[config.mk]
export PLATFORM = sky130hd
export DESIGN_NAME = averaged_moisture_hysteresis_control_core
export DESIGN_NICKNAME = d
export VERILOG_FILES = /design/src/hw/rtl/amhc_pkg.sv /design/src/hw/rtl/amhc_div.sv /design/src/hw/rtl/averaged_moisture_hysteresis_control_core.sv
export SDC_FILE = /design/constraint.sdc
export NUM_CORES = 1
export LEC_CHECK = 0
export BUFFER_PORTS_ARGS = -buffer_cell sky130_fd_sc_hd__buf_2
export CORE_UTILIZATION = 40
export DETAILED_ROUTE_END_ITERATION = 8
export SLEW_MARGIN = 40
export SYNTH_ARGS = -nofsm -noshare
export SYNTH_HDL_FRONTEND = slang
export SYNTH_SLANG_ARGS = --single-unit
[constraint.sdc]
create_clock -name clk -period 3.2 [get_ports clk]
set_input_delay 0.64 -clock clk [delete_from_list [all_inputs] [get_ports clk]]
set_output_delay 0.64 -clock clk [all_outputs]
set_load 0.03 [all_outputs]
[src/hw/rtl/amhc_pkg.sv]
// ----------------------------------------------------------------------------
// amhc_pkg: shared types and constants for the moisture averaging core
// Register indexes, register reset values, sequencer states and fixed widths.
// ----------------------------------------------------------------------------
package amhc_pkg;

	// Configuration register indexes
	localparam logic [2:0] REG_SAMPLE_COUNT   = 3'd0;
	localparam logic [2:0] REG_PUMP_ON_LEVEL  = 3'd1;
	localparam logic [2:0] REG_PUMP_OFF_LEVEL = 3'd2;
	localparam logic [2:0] REG_CALIB_WET      = 3'd3;
	localparam logic [2:0] REG_CALIB_DRY      = 3'd4;

	// Register reset values
	localparam logic [7:0]  RST_SAMPLE_COUNT   = 8'd10;
	localparam logic [11:0] RST_PUMP_ON_LEVEL  = 12'd2800;
	localparam logic [11:0] RST_PUMP_OFF_LEVEL = 12'd1800;
	localparam logic [11:0] RST_CALIB_WET      = 12'd1420;
	localparam logic [11:0] RST_CALIB_DRY      = 12'd3030;

	// Fixed field widths
	localparam int LEVEL_W   = 12;
	localparam int COUNT_W   = 8;
	localparam int PCT_W     = 7;
	localparam int PCT_NUM_W = 19;  // 4095 * 100 fits in 19 bits

	localparam logic [PCT_W-1:0] PCT_FULL  = 7'd100;
	localparam logic [PCT_W-1:0] PCT_EMPTY = 7'd0;

	// Sequencer states
	typedef enum logic [2:0] {
		ST_IDLE,   // taking samples
		ST_MEAN,   // divider working on sum / count
		ST_CLAMP,  // pump update, calibration clamps
		ST_SCALE,  // launch the percent division
		ST_PCT,    // divider working on percent
		ST_DONE    // waiting for the output register
	} amhc_state_t;

endpackage

[src/hw/rtl/amhc_div.sv]
// ----------------------------------------------------------------------------
// amhc_div: shared restoring divider
// Unsigned divide, one quotient bit per cycle.
// ----------------------------------------------------------------------------
module amhc_div #(
	parameter int N = 20,   // dividend and quotient width
	parameter int D = 12    // divisor width
) (
	input  logic         clk,
	input  logic         arst_n,
	input  logic         start,
	input  logic [N-1:0] dividend,
	input  logic [D-1:0] divisor,
	output logic         done,
	output logic [N-1:0] quotient
);

	localparam int CNT_W = $clog2(N + 1);

	logic [N-1:0]     dq_q;     // dividend shifting out, quotient shifting in
	logic [D-1:0]     rem_q;
	logic [D-1:0]     dvs_q;
	logic [CNT_W-1:0] cnt_q;
	logic             busy_q;
	logic             done_q;

	logic [D:0]   trial;
	logic [D+1:0] diff;
	logic         fits;

	// Trial subtract of the divisor from the shifted remainder
	always_comb begin
		trial = {rem_q, dq_q[N-1]};
		diff  = {1'b0, trial} - {2'b00, dvs_q};
		fits  = ~diff[D+1];
	end

	// Control
	always_ff @(posedge clk or negedge arst_n) begin
		if (!arst_n) begin
			busy_q <= 1'b0;
			done_q <= 1'b0;
			cnt_q  <= '0;
		end else begin
			done_q <= busy_q && (cnt_q == CNT_W'(1));
			if (start) begin
				busy_q <= 1'b1;
				cnt_q  <= CNT_W'(N);
			end else if (busy_q) begin
				cnt_q <= cnt_q - CNT_W'(1);
				if (cnt_q == CNT_W'(1))
					busy_q <= 1'b0;
			end
		end
	end

	// Datapath
	always_ff @(posedge clk) begin
		if (start) begin
			dq_q  <= dividend;
			dvs_q <= divisor;
			rem_q <= '0;
		end else if (busy_q) begin
			dq_q  <= {dq_q[N-2:0], fits};
			rem_q <= fits ? diff[D-1:0] : trial[D-1:0];
		end
	end

	assign done     = done_q;
	assign quotient = dq_q;

`ifndef SYNTHESIS
	a_start_idle: assert property (@(posedge clk) disable iff (!arst_n)
		start |-> !busy_q)
		else $error("divider started while busy");
	a_done_after_busy: assert property (@(posedge clk) disable iff (!arst_n)
		done |-> $past(busy_q))
		else $error("divider done without work");
	a_rem_below_divisor: assert property (@(posedge clk) disable iff (!arst_n)
		busy_q |-> rem_q < dvs_q)
		else $error("divider remainder out of range");
`endif

endmodule

[src/hw/rtl/averaged_moisture_hysteresis_control_core.sv]
// ----------------------------------------------------------------------------
// averaged_moisture_hysteresis_control_core: block average and pump control
// Averages sample_count sensor samples, reports mean, moisture percent and
// the hysteresis pump state once per block.
// ----------------------------------------------------------------------------
// A sample that does not complete a block is taken and the core is ready
// again at once. A sample that completes a block starts the block work:
// one restoring divider of N = max(SAMPLE_BITS + 8, 19) bits, producing
// one quotient bit a cycle, is used first for sum / count and then, unless
// the mean is clamped at a calibration point, for the percent interpolation.
// Meanwhile sample_stall is high. The finished result sits in an output
// register, so the next block can start while it waits to be taken.
// Configuration writes are always accepted (cfg_ready is tied high) and
// must only be made while the core is idle; unknown indexes are ignored.
module averaged_moisture_hysteresis_control_core
	import amhc_pkg::*;
#(
	parameter int SAMPLE_BITS = 12
) (
	input  logic                   clk,
	input  logic                   arst_n,
	// configuration writes
	input  logic                   cfg_valid,
	output logic                   cfg_ready,
	input  logic [2:0]             cfg_index,
	input  logic [15:0]            cfg_data,
	// sample requests
	input  logic                   sample_valid,
	output logic                   sample_stall,
	input  logic [SAMPLE_BITS-1:0] sample,
	// result requests
	output logic                   result_valid,
	input  logic                   result_stall,
	output logic [LEVEL_W-1:0]     mean_reading,
	output logic [PCT_W-1:0]       moisture_percent,
	output logic                   pump_on
);

	localparam int SUM_W = SAMPLE_BITS + COUNT_W;
	localparam int DIV_N = (SUM_W > PCT_NUM_W) ? SUM_W : PCT_NUM_W;
	localparam int CMP_W = (SAMPLE_BITS > LEVEL_W) ? SAMPLE_BITS : LEVEL_W;

	amhc_state_t state_q, state_d;

	// configuration
	logic [COUNT_W-1:0] sample_count_q;
	logic [LEVEL_W-1:0] pump_on_level_q;
	logic [LEVEL_W-1:0] pump_off_level_q;
	logic [LEVEL_W-1:0] calib_wet_q;
	logic [LEVEL_W-1:0] calib_dry_q;

	// block state
	logic [SUM_W-1:0]       sum_q;
	logic [COUNT_W-1:0]     taken_q;
	logic                   pump_q;
	logic [SAMPLE_BITS-1:0] mean_q;
	logic [LEVEL_W-1:0]     diff_q;
	logic [LEVEL_W-1:0]     span_q;
	logic [PCT_W-1:0]       pct_q;

	// output register
	logic               result_valid_q;
	logic [LEVEL_W-1:0] mean_out_q;
	logic [PCT_W-1:0]   pct_out_q;
	logic               pump_out_q;

	logic               sample_take;
	logic [SUM_W-1:0]   sum_next;
	logic [COUNT_W-1:0] taken_next;
	logic [COUNT_W-1:0] target;
	logic               block_end;
	logic [CMP_W-1:0]   mean_ext;
	logic               at_wet;
	logic               at_dry;
	logic [PCT_NUM_W-1:0] pct_num;
	logic               out_free;

	logic               div_start;
	logic [DIV_N-1:0]   div_dividend;
	logic [LEVEL_W-1:0] div_divisor;
	logic               div_done;
	logic [DIV_N-1:0]   div_quot;

	// Accumulation and block end detect
	always_comb begin
		sample_take = sample_valid && !sample_stall;
		sum_next    = sum_q + SUM_W'(sample);
		taken_next  = taken_q + COUNT_W'(1);
		target      = (sample_count_q == '0) ? COUNT_W'(1) : sample_count_q;
		block_end   = taken_next >= target;
	end

	// Calibration compares and percent numerator (diff * 100 by shift and add)
	always_comb begin
		mean_ext = CMP_W'(mean_q);
		at_wet   = mean_ext <= CMP_W'(calib_wet_q);
		at_dry   = mean_ext >= CMP_W'(calib_dry_q);
		pct_num  = (PCT_NUM_W'(diff_q) << 6) + (PCT_NUM_W'(diff_q) << 5)
			+ (PCT_NUM_W'(diff_q) << 2);
		out_free = !result_valid_q || !result_stall;
	end

	// Divider operand select
	always_comb begin
		if (state_q == ST_IDLE) begin
			div_dividend = DIV_N'(sum_next);
			div_divisor  = LEVEL_W'(taken_next);
		end else begin
			div_dividend = DIV_N'(pct_num);
			div_divisor  = span_q;
		end
	end

	// Next state
	always_comb begin
		state_d = state_q;
		case (state_q)
			ST_IDLE:  if (sample_take && block_end) state_d = ST_MEAN;
			ST_MEAN:  if (div_done) state_d = ST_CLAMP;
			ST_CLAMP: state_d = (at_wet || at_dry) ? ST_DONE : ST_SCALE;
			ST_SCALE: state_d = ST_PCT;
			ST_PCT:   if (div_done) state_d = ST_DONE;
			ST_DONE:  if (out_free) state_d = ST_IDLE;
			default:  state_d = ST_IDLE;
		endcase
	end

	// Sequencer outputs
	always_comb begin
		sample_stall = 1'b1;
		div_start    = 1'b0;
		case (state_q)
			ST_IDLE: begin
				sample_stall = 1'b0;
				div_start    = sample_valid && block_end;
			end
			ST_SCALE: div_start = 1'b1;
			default: begin
				sample_stall = 1'b1;
				div_start    = 1'b0;
			end
		endcase
	end

	amhc_div #(
		.N (DIV_N),
		.D (LEVEL_W)
	) u_div (
		.clk      (clk),
		.arst_n   (arst_n),
		.start    (div_start),
		.dividend (div_dividend),
		.divisor  (div_divisor),
		.done     (div_done),
		.quotient (div_quot)
	);

	// Configuration registers
	assign cfg_ready = 1'b1;

	always_ff @(posedge clk or negedge arst_n) begin
		if (!arst_n) begin
			sample_count_q   <= RST_SAMPLE_COUNT;
			pump_on_level_q  <= RST_PUMP_ON_LEVEL;
			pump_off_level_q <= RST_PUMP_OFF_LEVEL;
			calib_wet_q      <= RST_CALIB_WET;
			calib_dry_q      <= RST_CALIB_DRY;
		end else if (cfg_valid && cfg_ready) begin
			case (cfg_index)
				REG_SAMPLE_COUNT:   sample_count_q   <= cfg_data[COUNT_W-1:0];
				REG_PUMP_ON_LEVEL:  pump_on_level_q  <= cfg_data[LEVEL_W-1:0];
				REG_PUMP_OFF_LEVEL: pump_off_level_q <= cfg_data[LEVEL_W-1:0];
				REG_CALIB_WET:      calib_wet_q      <= cfg_data[LEVEL_W-1:0];
				REG_CALIB_DRY:      calib_dry_q      <= cfg_data[LEVEL_W-1:0];
				default: ;
			endcase
		end
	end

	// Control state: sequencer, accumulator, pump, output valid
	always_ff @(posedge clk or negedge arst_n) begin
		if (!arst_n) begin
			state_q        <= ST_IDLE;
			sum_q          <= '0;
			taken_q        <= '0;
			pump_q         <= 1'b0;
			result_valid_q <= 1'b0;
		end else begin
			state_q <= state_d;
			if (sample_take) begin
				sum_q   <= block_end ? '0 : sum_next;
				taken_q <= block_end ? '0 : taken_next;
			end
			// on-level test first, so overlapping levels turn the pump on
			if (state_q == ST_CLAMP) begin
				if (mean_ext >= CMP_W'(pump_on_level_q))
					pump_q <= 1'b1;
				else if (mean_ext <= CMP_W'(pump_off_level_q))
					pump_q <= 1'b0;
			end
			if (state_q == ST_DONE && out_free)
				result_valid_q <= 1'b1;
			else if (result_valid_q && !result_stall)
				result_valid_q <= 1'b0;
		end
	end

	// Result datapath
	always_ff @(posedge clk) begin
		if (state_q == ST_MEAN && div_done)
			mean_q <= div_quot[SAMPLE_BITS-1:0];
		if (state_q == ST_CLAMP) begin
			diff_q <= LEVEL_W'(CMP_W'(calib_dry_q) - mean_ext);
			span_q <= calib_dry_q - calib_wet_q;
			pct_q  <= at_wet ? PCT_FULL : PCT_EMPTY;
		end
		if (state_q == ST_PCT && div_done)
			pct_q <= div_quot[PCT_W-1:0];
		if (state_q == ST_DONE && out_free) begin
			mean_out_q <= LEVEL_W'(mean_ext);
			pct_out_q  <= pct_q;
			pump_out_q <= pump_q;
		end
	end

	assign result_valid     = result_valid_q;
	assign mean_reading     = mean_out_q;
	assign moisture_percent = pct_out_q;
	assign pump_on          = pump_out_q;

`ifndef SYNTHESIS
	a_div_done_in_wait: assert property (@(posedge clk) disable iff (!arst_n)
		div_done |-> (state_q == ST_MEAN || state_q == ST_PCT))
		else $error("divider finished outside a wait state");
	a_acc_clear_busy: assert property (@(posedge clk) disable iff (!arst_n)
		state_q != ST_IDLE |-> (taken_q == '0 && sum_q == '0))
		else $error("accumulator not cleared during block processing");
	a_mean_fits: assert property (@(posedge clk) disable iff (!arst_n)
		(state_q == ST_MEAN && div_done) |-> (div_quot >> SAMPLE_BITS) == '0)
		else $error("mean quotient overflows sample width");
	a_pct_range: assert property (@(posedge clk) disable iff (!arst_n)
		result_valid |-> moisture_percent <= PCT_FULL)
		else $error("moisture percent above full scale");
`endif

endmodule

==> results.toml <==
[yosys]
synth.avg_cell_area_um2 = 10.3
async_flop_share_pct = 47.3
synthDistinctLibCells = 73
yosysWarningCount = 0
syn_inst = 1167
yosys_most_used_dff = "edfxtp_1"
synth_edf_count = 95
syn_area_um2 = 12000
yosysSeqAreaShare_pct = 46.1
ys_ff_latch = 203
synth.net_count = 1327

[die]
initial_core_util_pct = 40.5
dieArea_um2 = 30700
fp.coreArea_um2 = 29600
pin_count = 59
die_w_um = 175
fp-row-count = 63
die_y_um = 175

[grt]
grt-ovfl-total = 0
grt_pass1_vias = 8774
grt_pass1_wl_um = 45900
antenna_found_initial = 2
grt_max_degree = 46
grt_usage_pct = 18.9

[detailed_routing]
post_drt_wl_per_cell_um = 17.0
wl_met3_um = 1080
wirelength_um = 28200
drc = 0
ant_nets = 0
m1WireLength_um = 13600
dr_wl_met2_um = 12900
first_pass_iters = 5
avgViaCountPerCell = 5.31
first_iter_violations = 581
dr.max_layer_used = "met5"
vias = 8782

[final_layout]
drive_above_1_share_pct = 14.8
final_cell_mix = "121 x nand2_1, 110 x ha_1, 99 x inv_1"
mostFrequentLayoutCell = "nand2_1"
n_antenna_cell = 0
fillers = 2764
area_growth_pct = 14.3
nets = 1407
final_core_util_pct = 46.3

[hold_path]
hold_path_class = "primary input to async pin"

[clock_tree]
clock_path_buffers = 3
root_buffer = "clkbuf_16"
htree_levels = 1
cts_tree = "built"
cts_buffers = 24
worstSkewPairLatency_ns = 0.52
clock-sinks = 203
postCtsHoldBufs = 0
clk_pin_slew_worst_paths_ns = 0.06

[sta]
slew-limit-headroom_pct = 51.7
fin_worst_skew_ns = 0.0151
slew_violations = 0
fmax_ghz = 0.334
fin_tns_setup_ns = 0
finalSetupViolCount = 0
fin_crit_ns = 2.99
hold_viol_final = 0
fin_crit_sh_pct = 93.5
rsz0062_at_grt = "false"
tightest_slew_ns = 0.725

[critical_path]
slowest_delay_ns = 0.53
crit_slowest_cell = "fa_1"
cp.required_ns = 3.47
setup.worst_path.start_class = "register"
crit_type = "register to register"
path_buf_inv = 1
critPathArrivalTime_ns = 3.27
crit_family = "adder cells"
end_kind = "register"
critPathMaxFanout = 3
cp_cell_sequence = "fa_1 > ha_1 > inv_1 > fa_1 > nor2b_1 > o2111ai_1 > nand3_1 > a221o_1 > xnor2_1 > nor2_1 > a221o_1"

[flow_run]
drv_cap = 0

[pwr]
leakage_nw = 5.99
ir_drop_v = 0.000379
power.density_nw_per_um2 = 996
finalPower_mw = 13.6

[placement]
dp_hpwl_um = 20900
numPortBuffers = 53
place_congestion = 0.861

[run_status]
status = "complete, no violations"
## cells by family (layout without fill, tap and decap cells)
logic type / Yosys count / after routing / share of synthesized area [%]
buffers and inverters: 133 / 231 / 4.30
AOI/OAI and AO/OA: 301 / 301 / 15.9
xor gates and xnor gates: 58 / 58 / 4.24
and+or+nand+nor: 311 / 311 / 12.3
DFF: 203 / 203 / 46.1
adders and majority gates: 124 / 124 / 13.8
muxes: 36 / 36 / 3.29
other: 1 / 1 / 0.0313
## what timing repair did
| action | 4_1_cts | 5_1_grt |
|---|---|---|
| endpoints found under the setup margin | 0 | 63 |
| endpoints found under the hold margin | 0 | 0 |
| buffers inserted | 0 | 3 |
| resized for setup | 0 | 9 |
## layer usage
layer  track usage, %  vias up
li1                 -     4341
met1             25.7     4222
met2             31.4      167
met3             2.42       50
met4             5.65        2
met5                0        -
## area by class of cell
cell class	count	area (µm²)	share of cell area (%)
Multi-Input combinational cell	831	5980	43.7
Sequential cell	203	5530	40.4
Clock buffer	35	673	4.91
Timing Repair Buffer	87	531	3.87
Tap cell	390	488	3.56
Inverter	100	378	2.76
Clock inverter	9	119	0.868
## registers in the layout, summed over array words and instances, names as in the netlist, 3 cells and up
name	cells
pump_on_level_q	12
pct_q	7
state_q	3
calib_wet_q	12
mean_ext	12
u_div.rem_q	12
sample_count_q	8
moisture_percent	7
taken_q	8
diff_q	12
pump_off_level_q	12
span_q	12
mean_reading	12
u_div.quotient	20
calib_dry_q	12
sum_q	20
u_div.cnt_q	5
u_div.dvs_q	12
## report_power, final
group / switching [mW] / leakage (nW) / internal [mW]
combinational: 3.62 / 3.48 / 2.63
clock: 1.10 / 0.389 / 1.70
sequential: 0.733 / 2.13 / 3.86
## stage by stage
stage	setup WS, ns	cell area (µm²)	instances	hold WS [ns]
after floorplan	0.206	12000	1167	0.344
after global placement	0.0436	12800	1608	0.406
after detailed placement	-0.00365	12800	1608	0.406
after CTS	0.0129	13600	1652	0.150
after global routing	0.0148	13700	1655	0.183
final	0.207	13700	1655	0.131
## cell usage after synthesis, types with 8 or more instances
| cell type | instances | area share (%) |
|---|---|---|
| nor3_1 | 19 | 0.79 |
| mux2_2 | 19 | 1.8 |
| o21ai_1 | 36 | 1.5 |
| o21a_1 | 16 | 1.0 |
| mux2_1 | 8 | 0.75 |
| a21o_1 | 24 | 1.5 |
| nand3_1 | 26 | 1.1 |
| and2_1 | 9 | 0.47 |
| fa_1 | 13 | 2.2 |
| clkbuf_1 | 23 | 0.72 |
| nand4_1 | 11 | 0.57 |
| nand2b_1 | 9 | 0.47 |
| o31ai_1 | 18 | 1.1 |
| xor2_1 | 22 | 1.6 |
| a211oi_1 | 9 | 0.56 |
| dfrtp_1 | 71 | 15 |
| nor2_1 | 58 | 1.8 |
| xnor2_1 | 36 | 2.6 |
| mux2i_1 | 9 | 0.75 |
| and3_1 | 9 | 0.47 |
| o21ai_0 | 65 | 2.7 |
| nor2b_1 | 17 | 0.89 |
| a21oi_1 | 72 | 3.0 |
| dfxtp_1 | 12 | 2.0 |
| edfxtp_1 | 95 | 24 |
| dfstp_2 | 25 | 5.5 |
| nand2_1 | 121 | 3.8 |
| ha_1 | 111 | 12 |
| inv_1 | 99 | 3.1 |
## final timing paths
path                                       endpoint    startpoint  cells after the start  slack [ns]
worst min-delay path                     taken_q[2]        arst_n                      1        0.13
worst max-delay path             u_div.quotient[16]     diff_q[4]                     11        0.21
worst max register to register   u_div.quotient[16]     diff_q[4]                     11        0.21
worst min register to register  moisture_percent[5]      pct_q[5]                      0        0.42
min in group clk                       result_valid  result_stall                      3        0.36
max in group asynchronous              result_valid        arst_n                      2        2.21
Note: power is estimated with default switching activity, not from simulation.
